<file path="config.mk">
export PLATFORM = sky130hd
export DESIGN_NAME = toc_ctrl
export DESIGN_NICKNAME = d
export VERILOG_FILES = /design/src/rtl/core/toc_pkg.sv /design/src/rtl/core/toc_ctrl.sv
export SDC_FILE = /design/constraint.sdc
export NUM_CORES = 1
export LEC_CHECK = 0
export BUFFER_PORTS_ARGS = -buffer_cell sky130_fd_sc_hd__buf_2
export CORE_AREA = 4 4 41 43
export DETAILED_ROUTE_END_ITERATION = 6
export DIE_AREA = 0 0 45 47
export PLACE_DENSITY_LB_ADDON = 0.25
export SLEW_MARGIN = 20
export SYNTH_ARGS = -nofsm -noshare
export SYNTH_HDL_FRONTEND = slang
export SYNTH_SLANG_ARGS = --single-unit
</file>
<file path="constraint.sdc">
create_clock -name clock -period 1.6 [get_ports clock]
set_input_delay 0.32 -clock clock [delete_from_list [all_inputs] [get_ports clock]]
set_output_delay 0.32 -clock clock [all_outputs]
set_load 0.1 [all_outputs]
</file>
<file path="src/rtl/core/toc_pkg.sv">
// Shared types, sizes and codes of the tile occupancy compactor.
package toc_pkg;

   localparam int MAX_PIXELS  = 4096;
   localparam int ADDR_W      = $clog2(MAX_PIXELS);
   localparam int CNT_W       = ADDR_W + 1;
   localparam int BYTE_DEPTH  = (MAX_PIXELS + 7) / 8;
   localparam int BYTE_ADDR_W = $clog2(BYTE_DEPTH);
   localparam int TOTAL_W     = 13;
   localparam int VALUE_W     = 32;
   localparam int SUPPORT_W   = 8;

   localparam logic OP_LOAD  = 1'b0;
   localparam logic OP_FETCH = 1'b1;

   typedef enum logic [2:0] {
      PH_LOAD,
      PH_HEADER,
      PH_OCC,
      PH_SIGNAL,
      PH_SUPPORT,
      PH_DONE
   } phase_type;

   typedef enum logic [2:0] {
      SEC_HEADER  = 3'd0,
      SEC_OCC     = 3'd1,
      SEC_SIGNAL  = 3'd2,
      SEC_SUPPORT = 3'd3,
      SEC_NONE    = 3'd4
   } section_type;

   typedef enum logic [1:0] {
      MODE_FULL   = 2'd0,
      MODE_BITMAP = 2'd1,
      MODE_SPARSE = 2'd2
   } mode_type;

   typedef enum logic [2:0] {
      ST_IDLE,
      ST_PICK,
      ST_RD_INDEX,
      ST_RD_DATA,
      ST_OUT
   } state_type;

   typedef struct packed {
      logic      load;
      logic      new_tile;
      logic      pick;
      logic      ptr_clear;
      logic      ptr_inc;
      logic      rsp_load;
      logic      rsp_idle;
      logic      rsp_last;
      phase_type phase;
   } cmd_type;

   typedef struct packed {
      logic occ_empty;
      logic data_empty;
      logic ptr_at_end;
      logic rsp_free;
   } status_type;

endpackage

</file>
<file path="src/rtl/core/toc_ctrl.sv">
// Controller: load/fetch sequencing and drain phase tracking.
module toc_ctrl (
   input  logic                clock,
   input  logic                reset,
   input  logic                req_valid,
   output logic                req_ready,
   input  logic                req_opcode,
   input  logic                req_last_pixel,
   input  toc_pkg::status_type status,
   output toc_pkg::cmd_type    cmd
);

   toc_pkg::state_type state_ff, state_in;
   toc_pkg::phase_type phase_ff, phase_in;
   toc_pkg::phase_type phase_next;
   logic               accept;
   logic               pending;
   logic               section_end;

   assign accept      = req_valid && (state_ff == toc_pkg::ST_IDLE);
   assign pending     = (phase_ff != toc_pkg::PH_LOAD) && (phase_ff != toc_pkg::PH_DONE);
   assign section_end = (phase_ff == toc_pkg::PH_HEADER) || status.ptr_at_end;

   // following non-empty section
   always_comb begin
      unique case (phase_ff)
         toc_pkg::PH_HEADER: begin
            if (!status.occ_empty) begin
               phase_next = toc_pkg::PH_OCC;
            end else if (!status.data_empty) begin
               phase_next = toc_pkg::PH_SIGNAL;
            end else begin
               phase_next = toc_pkg::PH_DONE;
            end
         end
         toc_pkg::PH_OCC: begin
            phase_next = status.data_empty ? toc_pkg::PH_DONE : toc_pkg::PH_SIGNAL;
         end
         toc_pkg::PH_SIGNAL:  phase_next = toc_pkg::PH_SUPPORT;
         toc_pkg::PH_SUPPORT: phase_next = toc_pkg::PH_DONE;
         default:             phase_next = phase_ff;
      endcase
   end

   always_comb begin
      state_in = state_ff;
      phase_in = phase_ff;
      unique case (state_ff)
         toc_pkg::ST_IDLE: begin
            if (accept) begin
               if (req_opcode == toc_pkg::OP_LOAD) begin
                  phase_in = toc_pkg::PH_LOAD;
                  if (req_last_pixel) begin
                     state_in = toc_pkg::ST_PICK;
                  end
               end else begin
                  state_in = toc_pkg::ST_RD_INDEX;
               end
            end
         end
         toc_pkg::ST_PICK: begin
            state_in = toc_pkg::ST_IDLE;
            phase_in = toc_pkg::PH_HEADER;
         end
         toc_pkg::ST_RD_INDEX: state_in = toc_pkg::ST_RD_DATA;
         toc_pkg::ST_RD_DATA:  state_in = toc_pkg::ST_OUT;
         toc_pkg::ST_OUT: begin
            if (status.rsp_free) begin
               state_in = toc_pkg::ST_IDLE;
               if (pending && section_end) begin
                  phase_in = phase_next;
               end
            end
         end
         default: state_in = toc_pkg::ST_IDLE;
      endcase
   end

   always_comb begin
      req_ready     = (state_ff == toc_pkg::ST_IDLE);
      cmd           = '0;
      cmd.phase     = phase_ff;
      cmd.load      = accept && (req_opcode == toc_pkg::OP_LOAD);
      cmd.new_tile  = cmd.load && (phase_ff != toc_pkg::PH_LOAD);
      cmd.pick      = (state_ff == toc_pkg::ST_PICK);
      cmd.ptr_clear = cmd.pick || cmd.new_tile;
      if ((state_ff == toc_pkg::ST_OUT) && status.rsp_free) begin
         cmd.rsp_load = 1'b1;
         cmd.rsp_idle = !pending;
         if (pending) begin
            cmd.ptr_clear = section_end;
            cmd.ptr_inc   = !section_end;
            cmd.rsp_last  = section_end && (phase_next == toc_pkg::PH_DONE);
         end
      end
   end

   always_ff @(posedge clock) begin
      if (reset) begin
         state_ff <= toc_pkg::ST_IDLE;
         phase_ff <= toc_pkg::PH_LOAD;
      end else begin
         state_ff <= state_in;
         phase_ff <= phase_in;
      end
   end

endmodule

</file>
# Yosys cells after proc, flatten, opt, wreduce, memory -nomap -nowiden
# Index checks and enable logic that the tools add are counted.
[totals]
ff_bits = 6
word_cells = 50
out_inout_bits = 12
input_bits = 9
[op_classes]
mux = 16
eq_ne = 15
reduce_logical = 16
n_bitwise = 1
[op_table]
columns = ["op", "n"]
rows = [
  ["two-way mux 3 bit", 10],
  ["case mux 3 bit (4 select lines)", 2],
  ["== test 3 x 2 -> 1 bit (second input constant)", 4],
  ["== test 3 bit (second input constant)", 3],
  ["case mux 3 bit (3 select lines)", 1],
  ["logical AND 1 bit", 7],
  ["== test 3 x 1 -> 1 bit (second input constant)", 2],
  ["!= test 2 bit (second input constant)", 3],
  ["nonzero test 3 bit", 2],
  ["two-way mux 5 bit", 1],
  ["AND reduction 5 bit", 1],
  ["logical NOT 3 bit", 1],
  ["!= test 3 x 1 -> 1 bit (second input constant)", 1],
  ["!= test 3 bit (second input constant)", 1],
  ["AND reduction 3 bit", 1],
  ["logical NOT 1 bit", 2],
  ["logical OR 1 bit", 2],
  ["two-way mux 2 bit", 1],
  ["!= test 2 x 1 -> 1 bit (second input constant)", 1],
  ["two-way mux 1 bit", 1],
  ["NOT 1 bit", 1],
]

# Depth between registers and ports, before layout
# Gate-level depths: netlist of the first run.
[logic_depth]
depth_word = 7
depth_mapped = 6
depth_no_buf = 5

# Least setup slack after synthesis of the first run
# OpenSTA, ideal clock, no wires.
[synth_path]
kind = "reg2out"
start = "reg state_ff[1]"
end = "out cmd[9] (netlist name)"
n_path_buf = 1
path_stages_with_launch = 5
arrival_ps = 3461
setup_slack_ps = -2181
path_cell_list = "dfxtp_1 -> buf_6 -> nor3_2 -> nand2_1 -> a21oi_1"
[synth_lines]
columns = ["element", "line_no", "source"]
rows = [
  ["start, declared", "toc_ctrl.sv:13", "toc_pkg::state_type state_ff, state_in;"],
  ["start signal, assigned", "toc_ctrl.sv:100", "state_ff <= toc_pkg::ST_IDLE;"],
  ["start signal, assigned", "toc_ctrl.sv:103", "state_ff <= state_in;"],
  ["end, declared", "toc_ctrl.sv:10", "output toc_pkg::cmd_type cmd"],
]

==> results of run 1 <==
==> state kept, by name, summed over array words and instances, names as in the netlist <==
name and count:
phase_ff 3, state_ff 3
==> Yosys cell counts, drive strengths merged (3+ instances only) <==
cell and number:
nor2 7, nand2 9, inv 6, nor4 3, o21ai 6, nor3 5, nand3 3, buf 5
dfxtp 6, a21oi 12
==> kinds of logic (layout without fill, tap and decap cells) <==
kind of cell    count (synthesis)  in the layout  synth area share
compound gates                 24             24             0.285
buf+inv                        11             62             0.126
flops                           6              6             0.209
simple gates                   36             36             0.380
==> stage by stage <==
stage                util  instances  power, mW
floorplan               -         77      0.335
global placement    0.771        126      0.431
detailed placement  0.771        126      0.437
CTS                 0.884        139      0.617
global route        0.933        143      0.680
finish              0.933        143      0.655
==> timing repair <==
| action | CTS | global route |
|---|---|---|
| pin swaps | 5 | 7 |
| setup endpoints to repair | 9 | 12 |
| gates cloned | 0 | 0 |
| buffers inserted | 10 | 6 |
| resized for setup | 19 | 11 |
==> final timing paths <==
check                            from                  endpoint  slack [ns]  cells past startpoint
min                             reset  phase_ff[1]$_SDFFE_PP0P_        0.35                      2
max reg2reg  state_ff[1]$_SDFFE_PP0P_  phase_ff[0]$_SDFFE_PP0P_       -0.09                      8
min reg2reg  phase_ff[0]$_SDFFE_PP0P_  phase_ff[0]$_SDFFE_PP0P_        0.62                      1
max          state_ff[1]$_SDFFE_PP0P_                    cmd[7]       -0.34                      5
==> final cells by class <==
cell class / instances / area (um^2)
multi-input cells: 60 / 485
clock buffers: 4 / 26.3
repair buffers: 52 / 512
fillers: 46 / 87.6
flip-flops and latches: 6 / 140
inverters: 6 / 31.3
well taps: 15 / 18.8
==> worst reg2reg max path, cell delays in order, from the launching register on <==
cell and delay (ns):
dfxtp_4 0.36, nor3b_4 0.30, nand2_4 0.14, buf_4 0.16, buf_4 0.12, buf_4 0.13
a21oi_4 0.17, o21ai_2 0.08, o311a_1 0.13
==> routing by layer <==
metal  up-vias  global-route usage  share of wire
met5         -                   0              0
met4         0               0.170          0.064
met3        19              0.0613           0.12
met2        92               0.477           0.48
met1       409               0.320           0.34
li1        383                   -              -
==> power by group through the flow <==
stage	Clock (mW)	Combinational, mW	Sequential [mW]
floorplan	0	0.154	0.181
global placement	0	0.264	0.167
detailed placement	0	0.269	0.168
CTS	0.154	0.298	0.165
global route	0.180	0.332	0.168
finish	0.168	0.320	0.168
==> key figures, run 1 <==
Outcome
  • Outcome: finished with violations
  • Failing checks: negative setup slack

Synthesis
  • FF+latch count, synth: 6
  • Post-synth top area share: 0.209
  • Synth warn: 0
  • Synth Net Count: 86
  • Syn_area_per_cell: 7.47 um^2
  • Dominant cell type by area after synthesis: dfxtp_1
  • Unique cell type count in the Yosys netlist: 33
  • Seq/Total Area, Yosys: 0.209
  • Synthesized cell area: 576 um^2
  • Post-synth top flop: dfxtp_1
  • Post-synth EDFFs: 0
  • Main area contributors after synthesis: dfxtp_1 (21%), a21oi_1 (9.6%), buf_6 (7.8%), nor3_2 (5.2%), nand2_1 (5.2%)
  • Fraction of registers with async set or reset after synthesis: 0
  • Cells after Synth: a little under 80

Drt
  • Initial drt markers: 60
  • Detailed-route via count: 903
  • Remaining DRCs: 0
  • Wirelength per Cell: 20.3 um
  • Total wire length: 2910 um
  • DRT Pass-1 Iters: 5
  • Vias per std cell: about 6.3
  • Detail Route Antenna Nets: 0

CTS
  • Root buffer cell: clkbuf_4
  • Clock transition at path regs: ~0.060 ns
  • Skew-Pair Late Insertion Delay: 0.27 ns
  • CTS Hold Bufs: 0
  • Clock sink total: 6
  • H-tree lvl count: 1
  • CTS Buf Count: 3
  • CTS tree: yes
  • Max Root-Sink Buffers: 2

Cells and area
  • Layout cells sized above 1: 0.688
  • Design area: 1210 um^2
  • Ant diodes: 0
  • Area delta synth->final: 111%
  • Layout Nets: 138
  • Commonest non-fill, non-tap cell in the layout: buf_4
  • Most frequent cells in the layout: buf_4 (22), buf_2 (10), buf_6 (10)

Placed design
  • Dpl hpwl: 1430 um
  • GPL Wtd Cong: 0.814
  • # port buffers: 20
  • DP Worst Slack: -0.0853 ns
  • Area post-placement: around 1000 um^2

Power and ir drop
  • Psw: 282 uW
  • Clock power share: 0.256
  • Switching share of power: 0.430
  • Internal power: ~370 uW
  • P_leak: 0.530 nW
  • Worst IR drop on VDD: 0.630 mV
  • P per Cell Area: 540 nW/um^2
  • Reg power frac: 0.256
  • Combinational power share: 0.489

Setup path
  • Crit Path Category: reg2out
  • Crit-path max FO: 5
  • Worst path required time: approximately 1.3 ns
  • CP delay by family, top: simple AND/OR/NAND/NOR gates
  • WP buf/inv: 1
  • Crit path DAT: 1.62 ns
  • CP Capture Type: output pin
  • CP max stage cell: dfxtp_4
  • CP max stage delay: roughly 0.36 ns
  • Crit start category: flop
  • Crit-path cells: nor3b_4, nand2_4, nor3_4, nor2_4, buf_12

Die
  • Die area: 2120 um^2
  • Initial core utilization: 0.442
  • # rows: 13
  • Die W: 45 um
  • I/O pins: 21
  • Core area: between 1000 and 1500 um^2
  • Die Y: 47 um

Timing
  • Fin worst setup slack: -0.340 ns
  • Fin crit share: 1.21
  • Crit path time final: 1.94 ns
  • Max-slew violations: 0
  • Fmax: slightly above 500 MHz
  • Setup TNS: -2.44 ns
  • Hold violation total from the final report: 0
  • RSZ-0062 raised after global routing: true
  • Worst Tran Pin Value: 0.501 ns
  • Fin Clk Skew: 0.0237 ns
  • Rel. slew slack: 0.668
  • Final number of setup-violating endpoints: 12
  • Worst hold slack: 0.349 ns

GRT
  • Largest net degree at the start of global routing: 11
  • Global-route wire length before repair: just over 4000 um
  • Gr ovfl total: 0
  • Total Routing Usage GR: 0.280
  • Number of antenna violations at the first check in global routing: 0
  • Number of global-route vias before repair: 855

Min path
  • Hold WC Path Type: in2reg

Flow run
  • Max cap viols: 0
No activity file was read; power rests on OpenSTA's default activity.
==> inputs of run 2 (changes only) <==
PLACE_DENSITY_LB_ADDON = 0.08   (was 0.25)
SKIP_LAST_GASP = 1   (was not set)
==> run 2 against run 1 <==
  * The run still ends with negative setup slack left
  * Combinational power is essentially flat
  * Critical path depth is the same
  * Worst setup slack gained 0.067 ns
  * Critical endpoint is now cmd[3]
  * Via count shrank 13%
  * Clock skew shrank 0.015 ns
  * Utilization shrank 3.3 points
  * Largest power group unchanged
  * Highest routed layer unchanged
  * Maximum frequency grew 3.6%
  * Sequential share of layout area grew 0.63 points
==> key figures, run 2 (synthesis gave the netlist of run 1 again) <==
Timing
  • Rel. slew slack: 0.680
  • Fmax: around 530 MHz
  • Final number of setup-violating endpoints: 9
  • RSZ-0062 raised after global routing: true
  • Worst Tran Pin Value: 0.484 ns
  • Fin Clk Skew: between 0.008 and 0.009 ns
  • Fin crit share: 1.17
  • Fin worst setup slack: -0.273 ns
  • Max-slew violations: 0
  • Crit path time final: 1.87 ns
  • Hold violation total from the final report: 0

Power and ir drop
  • Psw: 265 uW
  • Reg power frac: 0.259
  • Combinational power share: 0.500
  • Worst IR drop on VDD: around 0.60 mV
  • P_leak: 0.504 nW
  • Internal power: 374 uW
  • P per Cell Area: 545 nW/um^2
  • Clock power share: 0.242
  • Switching share of power: 0.415

Setup path
  • WP buf/inv: 1
  • CP delay by family, top: simple AND/OR/NAND/NOR gates
  • Crit-path cells: or3b_4, nand2_2, a21oi_2, nor4_4, buf_12
  • Crit-path max FO: 6
  • CP max stage delay: 0.41 ns
  • Worst path required time: 1.28 ns
  • Crit start category: flop
  • Crit path DAT: roughly 1.6 ns
  • Crit Path Category: reg2out
  • CP Capture Type: output pin
  • CP max stage cell: or3b_4

GRT
  • GRT busiest layer: met2
  • Met1 usage in global routing: 0.267
  • Largest net degree at the start of global routing: 11
  • Total Routing Usage GR: 0.222
  • Met3 GRT Util: 0.0575
  • Number of global-route vias before repair: 726
  • Gr ovfl total: 0
  • Number of antenna violations at the first check in global routing: 0
  • M2 GR Usage: 0.393
  • Global-route wire length before repair: 3350 um

Die
  • # rows: 13
  • Die W: 45 um
  • Die area: 2120 um^2
  • Core area: 1300 um^2
  • Die Y: between 40 and 50 um
  • Initial core utilization: 0.442
  • I/O pins: 21

Drt
  • DRT Pass-1 Iters: 4
  • Detail Route Antenna Nets: 0
  • Vias per std cell: 5.67
  • Wirelength per Cell: 17.7 um
  • Total wire length: 2440 um
  • Remaining DRCs: 0
  • Initial drt markers: 21
  • Detailed-route via count: 783

Flow run
  • Max cap viols: 0

Placed design
  • # port buffers: 20
  • Area post-placement: approximately 1000 um^2
  • Dpl hpwl: 1380 um
  • GPL Wtd Cong: 0.821
  • DP Worst Slack: -0.0454 ns

CTS
  • Root buffer cell: clkbuf_4
  • Skew-Pair Late Insertion Delay: between 0.2 and 0.3 ns
  • Clock sink total: 6
  • Clock transition at path regs: about 0.050 ns
  • CTS Buf Count: 3
  • H-tree lvl count: 1
  • Max Root-Sink Buffers: 2
  • CTS tree: yes

Cells and area
  • Area delta synth->final: 103%
  • Design area: 1170 um^2
  • Final core utilization: 0.900
  • Most frequent cells in the layout: buf_4 (19), buf_2 (11), buf_12 (10)
  • Commonest non-fill, non-tap cell in the layout: buf_4
  • Layout fillers: 62
  • Layout cells sized above 1: 0.667
  • Layout Nets: 133
  • Top Registers: phase_ff: 3 flops, state_ff: 3 flops
  • Ant diodes: 0

Outcome
  • Outcome: finished with violations
  • Failing checks: negative setup slack

Min path
  • Hold WC Path Type: in2reg
[run 2: cell count changes in the layout (fill, tap and decap cells not counted), sizes merged]
cell	before	now
buf	52	47
[run 2: worst paths after layout]
check                                start                        to  slack [ns]  depth (start not counted)
hold / removal                       reset  phase_ff[2]$_SDFFE_PP0P_        0.34                          2
hold reg to reg   phase_ff[0]$_SDFFE_PP0P_  phase_ff[0]$_SDFFE_PP0P_        0.59                          1
setup / recovery  phase_ff[2]$_SDFFE_PP0P_                    cmd[3]       -0.27                          5
setup reg to reg  state_ff[1]$_SDFFE_PP0P_  phase_ff[1]$_SDFFE_PP0P_        0.10                          7
[run 2: what timing repair did]
action,in CTS,in global routing
endpoints found under the hold margin,0,0
hold buffers,0,0
setup endpoints to repair,8,9
buffers inserted,4,6
resized for setup,12,12
pin swaps,7,6
[run 2: area by class of cell]
cell class	instances	area [um^2]	share of cell area
clock buffer	4	26.3	0.0224
timing repair buffer	47	477	0.407
tap	15	18.8	0.0160
inverter	6	28.8	0.0246
sequential	6	143	0.122
multi-input combinational	60	478	0.408
[run 2: power groups by stage]
stage / Clock (mW) / Sequential (mW) / Combinational [mW]
floorplan: 0 / 0.181 / 0.154
global placement: 0 / 0.167 / 0.269
detailed placement: 0 / 0.168 / 0.272
CTS: 0.159 / 0.165 / 0.293
global route: 0.166 / 0.166 / 0.332
finish: 0.154 / 0.165 / 0.319
[run 2: routing by layer]
layer,routed length (um),share of wire
met1,975,0.40
met4,62,0.025
met3,160,0.066
met5,0,0
met2,1240,0.51
[run 2: through the flow]
stage | setup TNS (ns) | hold WS, ns | power, mW | std cells
after floorplan | -4.24 | 0.387 | 0.335 | 77
after global placement | -0.0360 | 0.565 | 0.436 | 127
after detailed placement | -0.0825 | 0.564 | 0.439 | 127
after CTS | -1.43 | 0.305 | 0.617 | 134
after global routing | -2.08 | 0.343 | 0.664 | 138
final | -1.67 | 0.339 | 0.638 | 138
==> inputs of run 3 (changes only) <==
GPL_TIMING_DRIVEN = 0   (was not set)
==> run 3 against run 2 <==
  * The flow still finishes with violations (negative setup slack)
  * Design area shrank 7.6%
  * Utilization decreased by 6.8 points
  * Sequential share of layout area up 1.0 points
  * Clock skew shrank 0.0019 ns
  * Combinational power fell by 14%
  * Critical path depth increased by 1
  * First-iteration DRC count rose by 24%
  * Worst setup slack worse by 0.12 ns
  * Clock power up 3%
==> key figures, run 3 (synthesis gave the netlist of run 1 again) <==
CTS
  • Clock transition at path regs: approximately 0.05 ns
  • Skew-Pair Late Insertion Delay: roughly 0.25 ns
  • Root buffer cell: clkbuf_4
  • CTS tree: yes
  • CTS Hold Bufs: 0
  • H-tree lvl count: 1
  • CTS Buf Count: 3
  • Clock sink total: 6
  • Max Root-Sink Buffers: 2

Drt
  • Wirelength per Cell: approximately 17 um
  • WL met2: 1140 um
  • DRT Pass-1 Iters: 4
  • Initial drt markers: 26
  • Total wire length: 2180 um
  • Vias per std cell: 5.91
  • Remaining DRCs: 0
  • Uppermost layer routed: met4
  • Detailed-route via count: roughly 770
  • Detail Route Antenna Nets: 0
  • Met3 routed WL: 121 um
  • Routed length on met1: 853 um

Setup path
  • Crit Path Category: reg2out
  • CP Capture Type: output pin
  • Crit start category: flop
  • Crit-path max FO: 5
  • Worst path required time: about 1.3 ns
  • Crit path DAT: 1.67 ns

Power and ir drop
  • Worst IR drop on VDD: 0.614 mV
  • P_leak: 0.459 nW
  • P per Cell Area: 553 nW/um^2
  • Total chip power: 599 uW

Placed design
  • Dpl hpwl: between 1000 and 1500 um
  • # port buffers: 20
  • GPL Wtd Cong: 0.830
  • Area post-placement: 776 um^2
  • DP Worst Slack: -0.374 ns

Die
  • Die Y: around 47 um
  • Die W: 45 um
  • I/O pins: 21
  • # rows: 13
  • Die area: 2120 um^2
  • Core area: 1300 um^2
  • Initial core utilization: 0.442

GRT
  • Global-route wire length before repair: roughly 3100 um
  • Gr ovfl total: 0
  • Number of antenna violations at the first check in global routing: 0
  • Total Routing Usage GR: 0.208
  • Number of global-route vias before repair: 677
  • Largest net degree at the start of global routing: 11

Cells and area
  • Commonest non-fill, non-tap cell in the layout: buf_2
  • Layout Nets: 125
  • Final core utilization: 0.832
  • Ant diodes: 0
  • Design area: 1080 um^2
  • Layout cells sized above 1: 0.617
  • Area delta synth->final: 88.0%
  • Top Registers: phase_ff: 3 flops, state_ff: 3 flops
  • Most frequent cells in the layout: buf_2 (12), buf_4 (10), buf_6 (8)
  • Layout fillers: 75

Timing
  • Fin worst setup slack: -0.391 ns
  • Crit path time final: 1.99 ns
  • Fmax: 502 MHz
  • Final number of setup-violating endpoints: 7
  • Hold violation total from the final report: 0
  • Worst Tran Pin Value: 0.478 ns
  • Max-slew violations: 0
  • Fin Clk Skew: 0.00699 ns
  • Rel. slew slack: 0.679
  • Fin crit share: 1.24
  • RSZ-0062 raised after global routing: true

Outcome
  • Failing checks: negative setup slack
  • Outcome: finished with violations

Min path
  • Hold WC Path Type: in2reg

Flow run
  • Max cap viols: 0
run 3: worst paths after layout:
check	start	endpoint	slack, ns	cells after the start
max	phase_ff[2]$_SDFFE_PP0P_	cmd[3]	-0.39	6
min reg2reg	state_ff[0]$_SDFFE_PP0P_	state_ff[0]$_SDFFE_PP0P_	0.51	1
max reg2reg	state_ff[1]$_SDFFE_PP0P_	phase_ff[1]$_SDFFE_PP0P_	0.07	7
min	reset	state_ff[2]$_SDFFE_PP0P_	0.31	2
run 3: worst max-delay path, stage by stage, from the launching register on:
cell     delay [ns]
dfxtp_4        0.36
buf_8          0.13
or3b_4         0.40
nand2_2        0.07
a21oi_2        0.06
nor4_4         0.14
buf_6          0.26
run 3: layout make-up:
class,count,area (um^2),area share
multi-input cells,60,460,0.425
repair buffers,36,368,0.340
flip-flops and latches,6,143,0.132
plain buffers,3,37.5,0.0347
inverters,6,28.8,0.0266
clock buffers,4,26.3,0.0243
well taps,15,18.8,0.0173
run 3: metal layers:
metal  vias to the layer above  global-route usage
li1                        358                   -
met2                        29               0.350
met1                       371               0.250
met5                         -                   0
met4                         0              0.0643
met3                        10              0.0728
run 3: repair_timing:
item                                    in CTS  in global routing
resized for setup                           36                 13
endpoints found under the setup margin       9                  8
cloned                                       1                  1
setup buffers                                9                  5
pin swaps                                    5                  5
run 3: stage by stage:
stage	instances	hold slack [ns]	TNS, ns
final	130	0.314	-1.54
after global routing	130	0.306	-2.15
after global placement	112	0.503	-1.60
after floorplan	77	0.387	-4.24
after detailed placement	112	0.509	-1.67
after CTS	126	0.311	-1.52
run 3: report_power, final:
group	total [mW]	internal [mW]	switching, mW	leakage, nW
clock	0.158	0.0950	0.0632	0.0150
sequential	0.165	0.151	0.0142	0.0533
combinational	0.275	0.0999	0.175	0.390
